## config.mk

```make
export PLATFORM = sky130hd
export DESIGN_NAME = ascii_bit_text_to_bytes_unit
export DESIGN_NICKNAME = d
export VERILOG_FILES = /design/src/hw/rtl/abtb_pkg.sv /design/src/hw/rtl/abtb_class.sv /design/src/hw/rtl/abtb_core.sv /design/src/hw/rtl/ascii_bit_text_to_bytes_unit.sv
export SDC_FILE = /design/constraint.sdc
export NUM_CORES = 1
export LEC_CHECK = 0
export ABC_AREA = 1
export BUFFER_PORTS_ARGS = -buffer_cell sky130_fd_sc_hd__buf_2
export CORE_UTILIZATION = 40
export CTS_CLUSTER_SIZE = 14
export DETAILED_ROUTE_END_ITERATION = 10
export PLACE_DENSITY_LB_ADDON = 0.08
export SLEW_MARGIN = 20
export SYNTH_ARGS = -nofsm -noshare
export SYNTH_HDL_FRONTEND = slang
export SYNTH_SLANG_ARGS = --single-unit
```

## constraint.sdc

```tcl
create_clock -name clk -period 3.23 [get_ports clk]
set_input_delay 0.323 -clock clk [delete_from_list [all_inputs] [get_ports clk]]
set_output_delay 0.323 -clock clk [all_outputs]
set_load 0.02 [all_outputs]
```

## src/hw/rtl/abtb_pkg.sv

```systemverilog
// Package for the ASCII bit-text to bytes unit.
// Holds character codes, status codes, the character class and result types.
// No dependencies.
`default_nettype none

package abtb_pkg;

  localparam int WORD_BYTES_DEF = 2;
  localparam int BYTE_W         = 8;
  localparam int CNT_W          = 16;
  localparam int TOTAL_W        = 32;
  localparam int OUT_DATA_W     = 80;

  localparam logic [7:0] CH_TAB   = 8'h09;
  localparam logic [7:0] CH_LF    = 8'h0A;
  localparam logic [7:0] CH_CR    = 8'h0D;
  localparam logic [7:0] CH_SPACE = 8'h20;
  localparam logic [7:0] CH_HASH  = 8'h23;
  localparam logic [7:0] CH_DOT   = 8'h2E;
  localparam logic [7:0] CH_ZERO  = 8'h30;
  localparam logic [7:0] CH_ONE   = 8'h31;
  localparam logic [7:0] CH_SEMI  = 8'h3B;
  localparam logic [7:0] CH_UNDER = 8'h5F;

  typedef enum logic [1:0] {
    ST_OK       = 2'd0,
    ST_NO_SEP   = 2'd1,
    ST_BAD_CHAR = 2'd2,
    ST_HALTED   = 2'd3
  } status_t;

  typedef struct packed {
    logic is_sep;
    logic is_newline;
    logic is_comment;
    logic is_bit;
    logic bit_val;
  } char_class_t;

  typedef struct packed {
    logic [TOTAL_W-1:0] bytes_written;
    logic [CNT_W-1:0]   column_number;
    logic [CNT_W-1:0]   line_number;
    status_t            status;
    logic [BYTE_W-1:0]  byte_value;
    logic               byte_valid;
  } result_t;

endpackage

`default_nettype wire

```

## src/hw/rtl/abtb_class.sv

```systemverilog
// Character classifier for the ASCII bit-text to bytes unit.
// Sorts one character into separator, newline, comment opener or bit digit.
// Depends on abtb_pkg.
`default_nettype none

module abtb_class
  import abtb_pkg::*;
(
  input  wire logic [7:0]  char_code,
  output char_class_t      cls
);

  always_comb begin
    cls.is_sep     = (char_code == CH_TAB) || (char_code == CH_SPACE) ||
                     (char_code == CH_CR) || (char_code == CH_DOT) ||
                     (char_code == CH_UNDER);
    cls.is_newline = (char_code == CH_LF);
    cls.is_comment = (char_code == CH_SEMI) || (char_code == CH_HASH);
    cls.is_bit     = (char_code == CH_ZERO) || (char_code == CH_ONE);
    cls.bit_val    = char_code[0];
  end

endmodule

`default_nettype wire

```

## src/hw/rtl/abtb_core.sv

```systemverilog
// Parser state and next-state logic for the ASCII bit-text to bytes unit.
// Updates counters, the partial byte and the error state on each beat.
// Depends on abtb_pkg.
`default_nettype none

module abtb_core
  import abtb_pkg::*;
#(
  parameter int WORD_BYTES = WORD_BYTES_DEF
)
(
  input  wire logic  clk,
  input  wire logic  rst_n,
  input  wire logic  step,
  input  char_class_t cls,
  output result_t    res
);

  localparam int PH_W = (WORD_BYTES > 1) ? $clog2(WORD_BYTES) : 1;
  localparam logic [PH_W-1:0] PH_LAST = PH_W'(WORD_BYTES - 1);

  logic               in_comment_r, in_comment_nxt;
  logic               wss_r, wss_nxt;
  logic [2:0]         bit_count_r, bit_count_nxt;
  logic [BYTE_W-1:0]  partial_r, partial_nxt;
  logic [PH_W-1:0]    phase_r, phase_nxt;
  logic [TOTAL_W-1:0] total_r, total_nxt;
  logic [CNT_W-1:0]   line_r, line_nxt;
  logic [CNT_W-1:0]   col_r, col_nxt;
  logic               halted_r, halted_nxt;
  logic [BYTE_W-1:0]  merged;
  logic [CNT_W-1:0]   col_inc;
  logic [CNT_W-1:0]   line_inc;

  always_comb begin
    merged   = partial_r | ({{(BYTE_W-1){1'b0}}, cls.bit_val} << (3'd7 - bit_count_r));
    col_inc  = (col_r == '1) ? col_r : col_r + 1'b1;
    line_inc = (line_r == '1) ? line_r : line_r + 1'b1;

    in_comment_nxt = in_comment_r;
    wss_nxt        = wss_r;
    bit_count_nxt  = bit_count_r;
    partial_nxt    = partial_r;
    phase_nxt      = phase_r;
    total_nxt      = total_r;
    line_nxt       = line_r;
    col_nxt        = col_r;
    halted_nxt     = halted_r;

    res.byte_valid    = 1'b0;
    res.byte_value    = '0;
    res.status        = ST_OK;
    res.line_number   = line_r;
    res.column_number = col_r;

    if (halted_r) begin
      res.status = ST_HALTED;
    end else if (cls.is_sep) begin
      wss_nxt = 1'b1;
      col_nxt = col_inc;
    end else if (cls.is_newline) begin
      wss_nxt        = 1'b1;
      in_comment_nxt = 1'b0;
      line_nxt       = line_inc;
      col_nxt        = CNT_W'(1);
    end else if (in_comment_r) begin
      col_nxt = col_inc;
    end else if ((phase_r == '0) && (bit_count_r == 3'd0) && !wss_r) begin
      res.status = ST_NO_SEP;
      halted_nxt = 1'b1;
    end else if (cls.is_comment) begin
      in_comment_nxt = 1'b1;
      col_nxt        = col_inc;
    end else if (cls.is_bit) begin
      wss_nxt = 1'b0;
      col_nxt = col_inc;
      if (bit_count_r == 3'd7) begin
        res.byte_valid = 1'b1;
        res.byte_value = merged;
        partial_nxt    = '0;
        bit_count_nxt  = 3'd0;
        total_nxt      = (total_r == '1) ? total_r : total_r + 1'b1;
        phase_nxt      = (phase_r == PH_LAST) ? '0 : phase_r + 1'b1;
      end else begin
        partial_nxt   = merged;
        bit_count_nxt = bit_count_r + 3'd1;
      end
    end else begin
      res.status = ST_BAD_CHAR;
      halted_nxt = 1'b1;
    end

    res.bytes_written = total_nxt;
  end

  always_ff @(posedge clk) begin
    if (!rst_n) begin
      in_comment_r <= 1'b0;
      wss_r        <= 1'b1;
      bit_count_r  <= 3'd0;
      partial_r    <= '0;
      phase_r      <= '0;
      total_r      <= '0;
      line_r       <= CNT_W'(1);
      col_r        <= CNT_W'(1);
      halted_r     <= 1'b0;
    end else if (step) begin
      in_comment_r <= in_comment_nxt;
      wss_r        <= wss_nxt;
      bit_count_r  <= bit_count_nxt;
      partial_r    <= partial_nxt;
      phase_r      <= phase_nxt;
      total_r      <= total_nxt;
      line_r       <= line_nxt;
      col_r        <= col_nxt;
      halted_r     <= halted_nxt;
    end
  end

endmodule

`default_nettype wire

```

## src/hw/rtl/ascii_bit_text_to_bytes_unit.sv

```systemverilog
// Top level of the ASCII bit-text to bytes unit.
// Instantiates abtb_class and abtb_core and holds the result register.
// Depends on abtb_pkg.
`default_nettype none

// The unit takes one text character per input beat and returns exactly one
// result beat for it, carrying the completed byte if any, a status code, the
// character's line and column, and the running byte count. A character is
// accepted in every cycle in which the result register is empty or being
// drained, so the sustained rate is one character per clock; the result
// register presents the result beat in the cycle after the character is
// accepted. After an error the unit answers every further character with
// the halted status until reset.

module ascii_bit_text_to_bytes_unit
  import abtb_pkg::*;
#(
  parameter int WORD_BYTES = WORD_BYTES_DEF
)
(
  input  wire logic                  clk,
  input  wire logic                  rst_n,
  input  wire logic                  in_tvalid,
  output logic                       in_tready,
  input  wire logic [7:0]            in_tdata,   // char_code[7:0]
  output logic                       out_tvalid,
  input  wire logic                  out_tready,
  output logic [OUT_DATA_W-1:0]      out_tdata   // byte_valid[0], byte_value[8:1],
                                                 // status[10:9], line_number[26:11],
                                                 // column_number[42:27],
                                                 // bytes_written[74:43], zero pad
);

  char_class_t cls;
  result_t     res;
  result_t     res_r;
  logic        out_valid_r;
  logic        accept;

  assign in_tready = !out_valid_r || out_tready;
  assign accept    = in_tvalid && in_tready;

  abtb_class u_class (
    .char_code (in_tdata),
    .cls       (cls)
  );

  abtb_core #(
    .WORD_BYTES (WORD_BYTES)
  ) u_core (
    .clk   (clk),
    .rst_n (rst_n),
    .step  (accept),
    .cls   (cls),
    .res   (res)
  );

  always_ff @(posedge clk) begin
    if (!rst_n) begin
      out_valid_r <= 1'b0;
    end else if (in_tready) begin
      out_valid_r <= in_tvalid;
    end
  end

  always_ff @(posedge clk) begin
    if (accept) begin
      res_r <= res;
    end
  end

  assign out_tvalid = out_valid_r;
  assign out_tdata  = {(OUT_DATA_W - $bits(result_t))'(0), res_r};

endmodule

`default_nettype wire

```

==> impl_metrics.json, run 1 <==
{
  "worstSkewPairLatency_ns": 0.43,
  "core_area_um2": 19500,
  "yosysTopAreaCellShare_pct": 28.2,
  "min_path_type": "in2reg",
  "period_share_pct": 70.8,
  "hold_violations": 0,
  "setup_viol": 0,
  "max_freq_ghz": 0.437,
  "vias_per_cell": 4.79,
  "dpl.hpwl_um": 12800,
  "synth_top_family_by_area": "simple AND/OR/NAND/NOR gates",
  "clock_sinks": 155,
  "ys_top_cells_by_count": "nand2_1, inv_1, nor2_1, nand3_1, dfxtp_1",
  "remaining_drc_errors": 0,
  "slew_violations": 0,
  "synthArstFlopShare_pct": 0,
  "peakVddDrop_v": 0.000438,
  "slew_headroom_pct": 52.9,
  "rows": 51,
  "die_x_um": 143,
  "ys_seq_area_share_pct": 48.3,
  "synth_ff_type": "dfxtp_1",
  "die_h_um": 143,
  "hold_start": "out_tready",
  "place_congestion": 0.911,
  "post_cts_buffers": 0,
  "track_usage_pct": 18.7,
  "worst_pin_slew_ns": 0.706,
  "grt_pass1_wl_um": 29500,
  "synth_compound_area_share_pct": 8.05,
  "synth_cell_type_count": 43,
  "p_leak_uw": 0.00395,
  "path_class": "reg2reg",
  "synth-edff-count": 75,
  "yosys_warnings": 0,
  "netlist_instances": 993,
  "finClkSkew_ns": 0.0106,
  "initial_core_util_pct": 40.8,
  "boundaryPins": 94,
  "grt_pass1_vias": 5864,
  "htree_levels": 4,
  "synthMuxAreaShare_pct": 0,
  "drt_pass1_iterations": 5,
  "period_needed_ns": 2.29,
  "grt_max_degree": 44,
  "cts_resized": 0,
  "drive_gt1_share_pct": 17.8,
  "fin_nets": 1098,
  "fin_hold_ws_ns": 0.227,
  "path_clk_slew_ns": 0.07,
  "crit_path_end_kind": "flip-flop",
  "synth_area_um2": 7970,
  "cts.path.max_buffers": 2,
  "antenna_cells": 0,
  "r2r_start": "u_core.bit_count_r[0]",
  "worstPathMaxFanout": 13,
  "powerDensity_nw_per_um2": 486,
  "syn_avg_cell_area_um2": 8.03,
  "crit_path_start": "u_core.bit_count_r[0]",
  "cts_tree": "yes",
  "wire_per_inst_um": 13.4,
  "ctsHoldBuffers": 0,
  "cp_data_required_time_ns": 3.54,
  "port_buffers": 88,
  "critPathLaunchType": "flip-flop",
  "yosys.area.top_type": "edfxtp_1",
  "routed_wirelength_um": 18200,
  "rsz0062_at_grt": "no",
  "synth_top_cells_by_area": "edfxtp_1, dfxtp_1, nand2_1, inv_1, nand3_1",
  "antenna_left": 0,
  "cts_inserted_buffers": 17,
  "ys_ff_latch": 155,
  "setup_tns_ns": 0,
  "worstPathArrival_ns": 2.59,
  "synthXorXnorAreaFrac_pct": 2.09,
  "antenna_found_initial": 0,
  "synth_most_common_cell": "nand2_1",
  "outcome": "finished clean",
  "die_area_um2": 20500,
  "clockRootBuffer": "clkbuf_16",
  "cap_viol_max_count": 0,
  "dr.first_iter.drc_count": 445,
  "vias": 6503,
  "syn_to_final_growth_pct": 15.3,
  "synth_simple_gate_area_share_pct": 31.1,
  "overflow": 0,
  "synth_fa_ha_area_share_pct": 0.941
}
[critical path, stage by stage, from the launching register on]
cell and delay [ns]:
dfxtp_1 0.40, inv_1 0.12, ha_1 0.21, inv_1 0.05, nor2_1 0.04, nand2_2 0.10
nand2_2 0.11, nor2_1 0.14, nand3_2 0.10, nor2_4 0.31, nand2_4 0.15, inv_2 0.09
nand2_1 0.08, nand2_2 0.21, a21oi_1 0.07
[where the power goes]
part | switching (µW) | internal, µW
logic | 281 | 114
clock network | 867 | 1000
registers | 55.4 | 2150
[cell usage in the layout, fill, tap and decap left out, drive strengths merged, types with 31 or more instances in the layout]
cell,Yosys,routed
dfxtp,80,80
a21oi,80,80
nand3,93,93
inv,146,151
buf,19,95
nand4,31,31
o21ai,31,31
nand2,237,237
edfxtp,75,75
nor2,124,124
[kinds of logic after synthesis]
kind of cell | after synthesis
AOI/OAI and AO/OA | 120
xor gates and xnor gates | 19
adders and majority gates | 6
buffers and inverters | 177
DFF | 155
other | 1
and+or+nand+nor | 515
[worst paths after layout]
| path | endpoint | slack (ns) | depth (start not counted) |
|---|---|---|---|
| worst max-delay path | u_core.bit_count_r[0] | 0.94 | 14 |
| worst max register to register | u_core.bit_count_r[0] | 0.94 | 14 |
| worst min-delay path | out_tvalid | 0.23 | 4 |
| worst min register to register | out_tdata[14] | 0.46 | 0 |
[sequential cells by signal, summed over array words and instances, names as in the netlist]
register             count
u_core.line_r           16
u_core.in_comment_r      1
u_core.partial_r         8
u_core.wss_r             1
u_core.col_r            16
out_tdata               75
u_core.total_r          32
out_tvalid               1
u_core.halted_r          1
u_core.phase_r           1
u_core.bit_count_r       3
[layer usage]
| metal | up-vias | wire length, µm | global-route usage (%) |
|---|---|---|---|
| met5 | - | 0 | 0 |
| met4 | 0 | 298 | 6.28 |
| met3 | 23 | 701 | 3.49 |
| met2 | 159 | 8010 | 29.1 |
| met1 | 2915 | 9180 | 26.0 |
| li1 | 3406 | - | - |
[stage by stage]
step | total power [µW] | utilization (%) | cell area [µm²] | worst slack [ns] | instances
floorplan | 2520 | - | 7990 | 0.940 | 997
global placement | 2650 | 44.3 | 8650 | 1.01 | 1326
detailed placement | 2650 | 44.3 | 8650 | 0.959 | 1326
CTS | 4520 | 47.1 | 9200 | 0.935 | 1358
global route | 4670 | 47.1 | 9200 | 0.635 | 1358
finish | 4470 | 47.1 | 9200 | 0.943 | 1358
[final cells by class]
cell class	instances	area, µm²
clock inverter	14	115
clock buffer	18	429
timing repair buffer	95	531
sequential	155	3850
inverter	146	558
tap	265	332
fill	1979	10300
multi-input combinational	665	3380
Note: power is estimated with default switching activity, not from simulation.
==> inputs of run 2 (changes only) <==
--- a/config.mk
+++ b/config.mk
@@ -5,7 +5,7 @@
 export SDC_FILE = /design/constraint.sdc
 export NUM_CORES = 1
 export LEC_CHECK = 0
-export ABC_AREA = 1
+export ABC_AREA = 0
 export BUFFER_PORTS_ARGS = -buffer_cell sky130_fd_sc_hd__buf_2
 export CORE_UTILIZATION = 40
 export CTS_CLUSTER_SIZE = 14
==> constraint.sdc (replaced) <==
create_clock -name clk -period 2.2 [get_ports clk]
set_input_delay 0.22 -clock clk [delete_from_list [all_inputs] [get_ports clk]]
set_output_delay 0.22 -clock clk [all_outputs]
set_load 0.02 [all_outputs]
==> run 2 against run 1 <==
The run now ends with setup timing left. Count of clock-buffer cells in the layout increased by 2. Critical path depth decreased by 5. Cell count decreased by 16%. Critical endpoint is now out_tdata[71]. Largest cell class unchanged. Highest routed layer unchanged.
==> impl_metrics.json, run 2 <==
{
  "critPathLaunchType": "flip-flop",
  "cp_data_required_time_ns": 2.38,
  "yosysTopAreaCellShare_pct": 31.3,
  "ctsHoldBuffers": 0,
  "r2r_cells": 9,
  "vias": 5893,
  "yosys_warnings": 0,
  "grt_pass1_wl_um": 29100,
  "overflow": 0,
  "finClkSkew_ns": 0.00786,
  "fin_nets": 917,
  "drt_pass1_iterations": 6,
  "routed_wirelength_um": 18400,
  "dpl.hpwl_um": 13300,
  "track_usage_pct": 20.5,
  "final_cells": 1137,
  "antenna_left": 0,
  "remaining_drc_errors": 0,
  "synth_top_family_by_area": "simple AND/OR/NAND/NOR gates",
  "clock_sinks": 155,
  "synth_area_um2": 7190,
  "rsz0062_at_grt": "yes",
  "peakVddDrop_v": 0.000540,
  "cap_viol_max_count": 0,
  "max_freq_ghz": 0.450,
  "most-common-layout-cells": "buf_4, buf_2, edfxtp_1",
  "r2r_slack_ns": -0.02,
  "worstPathMaxFanout": 5,
  "cp-endpoint": "out_tdata[71]",
  "port_buffers": 88,
  "ys_ff_latch": 155,
  "rows": 48,
  "crit_path_start": "u_core.bit_count_r[1]",
  "setup_viol": 7,
  "slew_violations": 0,
  "setup_ws_ns": -0.0211,
  "die_x_um": 136,
  "violations": "setup timing",
  "htree_levels": 4,
  "path_class": "reg2reg",
  "seq_area_um2": 3880,
  "clockRootBuffer": "clkbuf_16",
  "synth_cell_type_count": 64,
  "wire_per_inst_um": 16.2,
  "cpMaxStageDelayCell": "or4_4",
  "dp_cells": 1096,
  "max_stage_delay_ns": 0.52,
  "cts.path.max_buffers": 2,
  "r2r_end": "out_tdata[71]",
  "synthArstFlopShare_pct": 0,
  "largest_reg_flops": 75,
  "synth_ff_type": "dfxtp_1",
  "grt_max_degree": 41,
  "synth-edff-count": 75,
  "fin_util_pct": 55.9,
  "place_congestion": 0.889,
  "p_leak_uw": 0.00388,
  "dr.first_iter.drc_count": 272,
  "die_area_um2": 18500,
  "r2r_start": "u_core.bit_count_r[1]",
  "cts_tree": "yes",
  "crit_path_cell_trace": "ha_4 > ha_4 > nand4b_1 > or4_4 > or2_4 > inv_8 > nand2_4 > nor2_2 > xor2_1",
  "vias_per_cell": 5.18,
  "period_needed_ns": 2.22,
  "synth_most_common_cell": "dfxtp_1",
  "antenna_found_initial": 0,
  "path_clk_slew_ns": 0.06,
  "multi_input_comb_area_um2": 3530,
  "n_fill_cell": 1581,
  "outcome": "finished, violations left",
  "netlist_instances": 694,
  "grt_pass1_vias": 5740,
  "core_area_um2": 17400,
  "cp_common_cell": "ha_4",
  "drive_gt1_share_pct": 36.8,
  "syn_to_final_growth_pct": 35.4,
  "antenna_cells": 0,
  "synthXorXnorAreaFrac_pct": 7.67,
  "synth_simple_gate_area_share_pct": 24.6,
  "synth_compound_area_share_pct": 8.68,
  "ys_seq_area_share_pct": 53.6,
  "min_path_type": "in2reg",
  "synthMuxAreaShare_pct": 1.55,
  "yosys.area.top_type": "edfxtp_1",
  "synth_fa_ha_area_share_pct": 1.04,
  "layout_commonest_cell": "buf_4",
  "ys_top_cells_by_count": "dfxtp_1, edfxtp_1, nand2_1, nor2_1, and2_1",
  "die_h_um": 136,
  "crit_path_end_kind": "flip-flop",
  "cts_inserted_buffers": 17,
  "powerDensity_nw_per_um2": 652,
  "syn_avg_cell_area_um2": 10.4,
  "worstPathArrival_ns": 2.40,
  "initial_core_util_pct": 41.3,
  "worstSkewPairLatency_ns": 0.43,
  "boundaryPins": 94,
  "synth_top_cells_by_area": "edfxtp_1, dfxtp_1, xnor2_1, xor2_1, nand2_1",
  "period_share_pct": 101,
  "hold_violations": 0
}
run 2: cell count changes after synthesis, moves of 13 or more:
| cell | delta |
|---|---|
| inv_1 | -120 |
| nand2b_1 | +13 |
| a21oi_1 | -55 |
| or3_1 | +19 |
| xor2_1 | +13 |
| nor2_1 | -50 |
| and2_1 | +35 |
| xnor2_1 | +31 |
| nand2_1 | -160 |
| nand3_1 | -53 |
| nand4_1 | -13 |
run 2: cell type report:
class	instances	share of cell area (%)
Clock buffer	20	4.69
Clock inverter	12	1.18
Inverter	15	0.720
Multi-Input combinational cell	498	36.2
Sequential cell	155	39.9
Tap cell	225	2.89
Timing Repair Buffer	212	14.4
run 2: per-stage QoR:
step	hold WS [ns]	instance area, µm²	setup WS [ns]	total power, µW	TNS (ns)
floorplan	0.384	7360	-0.354	3420	-2.66
global placement	0.452	8780	-0.129	3590	-1.57
detailed placement	0.463	8780	-0.184	3600	-3.49
CTS	0.139	9460	-0.00964	6410	-0.00964
global route	0.140	9740	-0.0901	6570	-1.73
finish	0.153	9740	-0.0211	6350	-0.0645
run 2: timing repair:
action                                  in CTS  in global routing
gates cloned                                 0                  1
pin swaps                                    4                 26
buffers inserted                             2                  6
endpoints found under the setup margin      51                 49
gates resized for setup                     23                 51
run 2: cells by family (layout without fill, tap and decap cells):
kind of cell,Yosys count,after routing
AO/OA/AOI/OAI,90,90
XOR/XNOR,63,63
adder cells (fa/ha/maj),6,6
buffers and inverters,46,259
flip-flops,155,155
multiplexers,11,11
other,1,5
AND/OR/NAND/NOR,322,323
run 2: worst max-delay path, delay by kind of cell, from the launching register on:
kind          cells  cell delay [ns]
xor+xnor          1             0.07
flops             1             0.37
simple gates      5             1.17
buf+inv           1             0.09
fa+ha+maj         2             0.26
run 2: worst min path at each step:
stage | end | start | slack [ns] | cells after the start
after floorplan | out_tvalid | in_tvalid | 0.38 | 2
final | out_tvalid | out_tready | 0.15 | 4
after global placement | u_core.partial_r[4] | u_core.partial_r[4] | 0.45 | 2
after global routing | out_tvalid | out_tready | 0.14 | 4
after CTS | out_tvalid | in_tvalid | 0.14 | 3
after detailed placement | u_core.partial_r[7] | u_core.partial_r[7] | 0.46 | 2
run 2: layer usage:
metal	routed length, µm	vias to the layer above	global-route usage [%]
li1	-	2927	-
met1	8820	2816	27.1
met2	8570	130	33.0
met3	766	20	4.44
met4	254	0	7.28
met5	0	-	0
run 2: report_power, final:
| part | internal, µW | total, µW | switching, µW |
|---|---|---|---|
| Sequential | 3090 | 3110 | 25.4 |
| Clock | 1620 | 2800 | 1180 |
| Combinational | 143 | 432 | 289 |
==> inputs of run 3 (changes only) <==
--- a/config.mk
+++ b/config.mk
@@ -7,11 +7,13 @@
 export LEC_CHECK = 0
 export ABC_AREA = 0
 export BUFFER_PORTS_ARGS = -buffer_cell sky130_fd_sc_hd__buf_2
-export CORE_UTILIZATION = 40
+export CELL_PAD_IN_SITES_DETAIL_PLACEMENT = 1
+export CELL_PAD_IN_SITES_GLOBAL_PLACEMENT = 2
+export CORE_UTILIZATION = 37
 export CTS_CLUSTER_SIZE = 14
 export DETAILED_ROUTE_END_ITERATION = 10
 export PLACE_DENSITY_LB_ADDON = 0.08
-export SLEW_MARGIN = 20
+export SETUP_SLACK_MARGIN = 0.5
 export SYNTH_ARGS = -nofsm -noshare
 export SYNTH_HDL_FRONTEND = slang
 export SYNTH_SLANG_ARGS = --single-unit
==> run 3 against run 2 <==
The flow still finishes with violations (setup timing). Register-to-register slack got worse by 0.04 ns. Clock skew rose by 0.00063 ns. Worst hold slack improved by 0.034 ns. Clock power is 16% higher. Die area is 8.0% higher. Critical path depth grew 1. Setup slack worse by 0.043 ns. Via count up 9.4%. Largest power group is now the clock network. Fmax down 1.9%. Flip-flop and latch count unchanged. Core utilization increased by 5.9 points.
==> impl_metrics.json, run 3 (synthesis results as in run 2) <==
{
  "powerDensity_nw_per_um2": 592,
  "grt_pass1_wl_um": 37300,
  "p_leak_uw": 0.00467,
  "worstPathArrival_ns": 2.53,
  "ctsHoldBuffers": 0,
  "largest_reg_flops": 75,
  "period_share_pct": 103,
  "worst_pin_slew_ns": 0.506,
  "slew_violations": 0,
  "die_area_um2": 20000,
  "drive_gt1_share_pct": 54.9,
  "overflow": 0,
  "met2_usage_pct": 44.1,
  "max_freq_ghz": 0.442,
  "met1_usage_pct": 29.0,
  "cp_data_required_time_ns": 2.47,
  "use_met3_pct": 3.81,
  "rows": 50,
  "outcome": "finished, violations left",
  "cts_tree": "yes",
  "core_area_um2": 18900,
  "remaining_drc_errors": 0,
  "hold_violations": 0,
  "worstSkewPairLatency_ns": 0.43,
  "peakVddDrop_v": 0.000491,
  "antenna_cells": 0,
  "dp_cells": 1141,
  "layout_commonest_cell": "buf_4",
  "dr.first_iter.drc_count": 199,
  "wire_per_inst_um": 20.2,
  "fin_nets": 974,
  "drt_pass1_iterations": 4,
  "critPathLaunchType": "flip-flop",
  "min_path_type": "in2reg",
  "cts.path.max_buffers": 2,
  "routed_wirelength_um": 24900,
  "track_usage_pct": 24.4,
  "place_ws_ns": -0.144,
  "clockRootBuffer": "clkbuf_16",
  "grt_max_degree": 40,
  "most-common-layout-cells": "buf_4, buf_2, edfxtp_1",
  "antenna_left": 0,
  "fin_hold_ws_ns": 0.187,
  "cts_inserted_buffers": 17,
  "cap_viol_max_count": 0,
  "busiest_layer": "met2",
  "port_buffers": 88,
  "slew_headroom_pct": 65.8,
  "worstPathMaxFanout": 5,
  "place_congestion": 0.858,
  "path_clk_slew_ns": 0.06,
  "boundaryPins": 94,
  "setup_ws_ns": -0.0641,
  "grt_pass1_vias": 6866,
  "rsz0062_at_grt": "yes",
  "vias_per_cell": 5.25,
  "crit_path_end_kind": "flip-flop",
  "die_x_um": 141,
  "initial_core_util_pct": 38.1,
  "path_class": "reg2reg",
  "htree_levels": 4,
  "finClkSkew_ns": 0.00850,
  "clock_sinks": 155,
  "setup_viol": 21,
  "syn_to_final_growth_pct": 62.3,
  "dpl.hpwl_um": 15400,
  "violations": "setup timing",
  "final_cells": 1229,
  "antenna_found_initial": 0,
  "period_needed_ns": 2.26,
  "total_power_uw": 6920,
  "vias": 6447,
  "die_h_um": 141
}
==> run 3: final cells by class <==
type                            instances  area (µm²)
Clock inverter                         11         194
Inverter                               15        75.1
Tap cell                              260         325
Timing Repair Buffer                  268        2110
Sequential cell                       155        3900
Multi-Input combinational cell        499        4610
Fill cell                            1942        7220
Clock buffer                           21         450
==> run 3: power breakdown <==
group          switching (µW)  internal, µW
logic                     350           199
clock network            1210          2050
registers                28.3          3090
total                    1580          5330
==> run 3: what timing repair did <==
action,4_1_cts,5_1_grt
gates cloned,1,1
setup endpoints to repair,119,119
endpoints found under the hold margin,0,0
buffers inserted,33,21
gates resized for setup,203,95
pin swaps,75,68
==> run 3: path summary, 6_finish.rpt <==
kind | end | from | slack [ns] | cells past startpoint
min | out_tvalid | out_tready | 0.19 | 4
min reg2reg | out_tdata[26] | u_core.line_r[15] | 0.46 | 0
max reg2reg | out_tdata[65] | u_core.bit_count_r[1] | -0.06 | 10
max | out_tdata[65] | u_core.bit_count_r[1] | -0.06 | 10
==> run 3: worst max-delay path: stages, from the launching register on <==
cell,delay (ns)
dfxtp_4,0.38
ha_4,0.14
ha_4,0.13
nand4b_1,0.09
or4_4,0.48
or2_4,0.29
inv_8,0.09
nand2_8,0.09
buf_6,0.13
nor2_4,0.07
xor2_1,0.20
==> run 3: per-stage QoR <==
step                      instance area [µm²]  setup TNS, ns  utilization, %
final                                   11700         -0.486            61.8
after global placement                   9250         -0.739            48.9
after floorplan                          7730          -2.58               -
after detailed placement                 9250          -2.32            48.9
after CTS                               11000         -0.137            58.3
after global routing                    11700          -3.74            61.8
==> run 3: per-layer routing <==
layer	vias up	wire [µm]	part of all wire, %
li1	3035	-	-
met1	3255	10600	43
met2	117	13000	52
met3	40	721	2.9
met4	0	543	2.2
met5	-	0	0
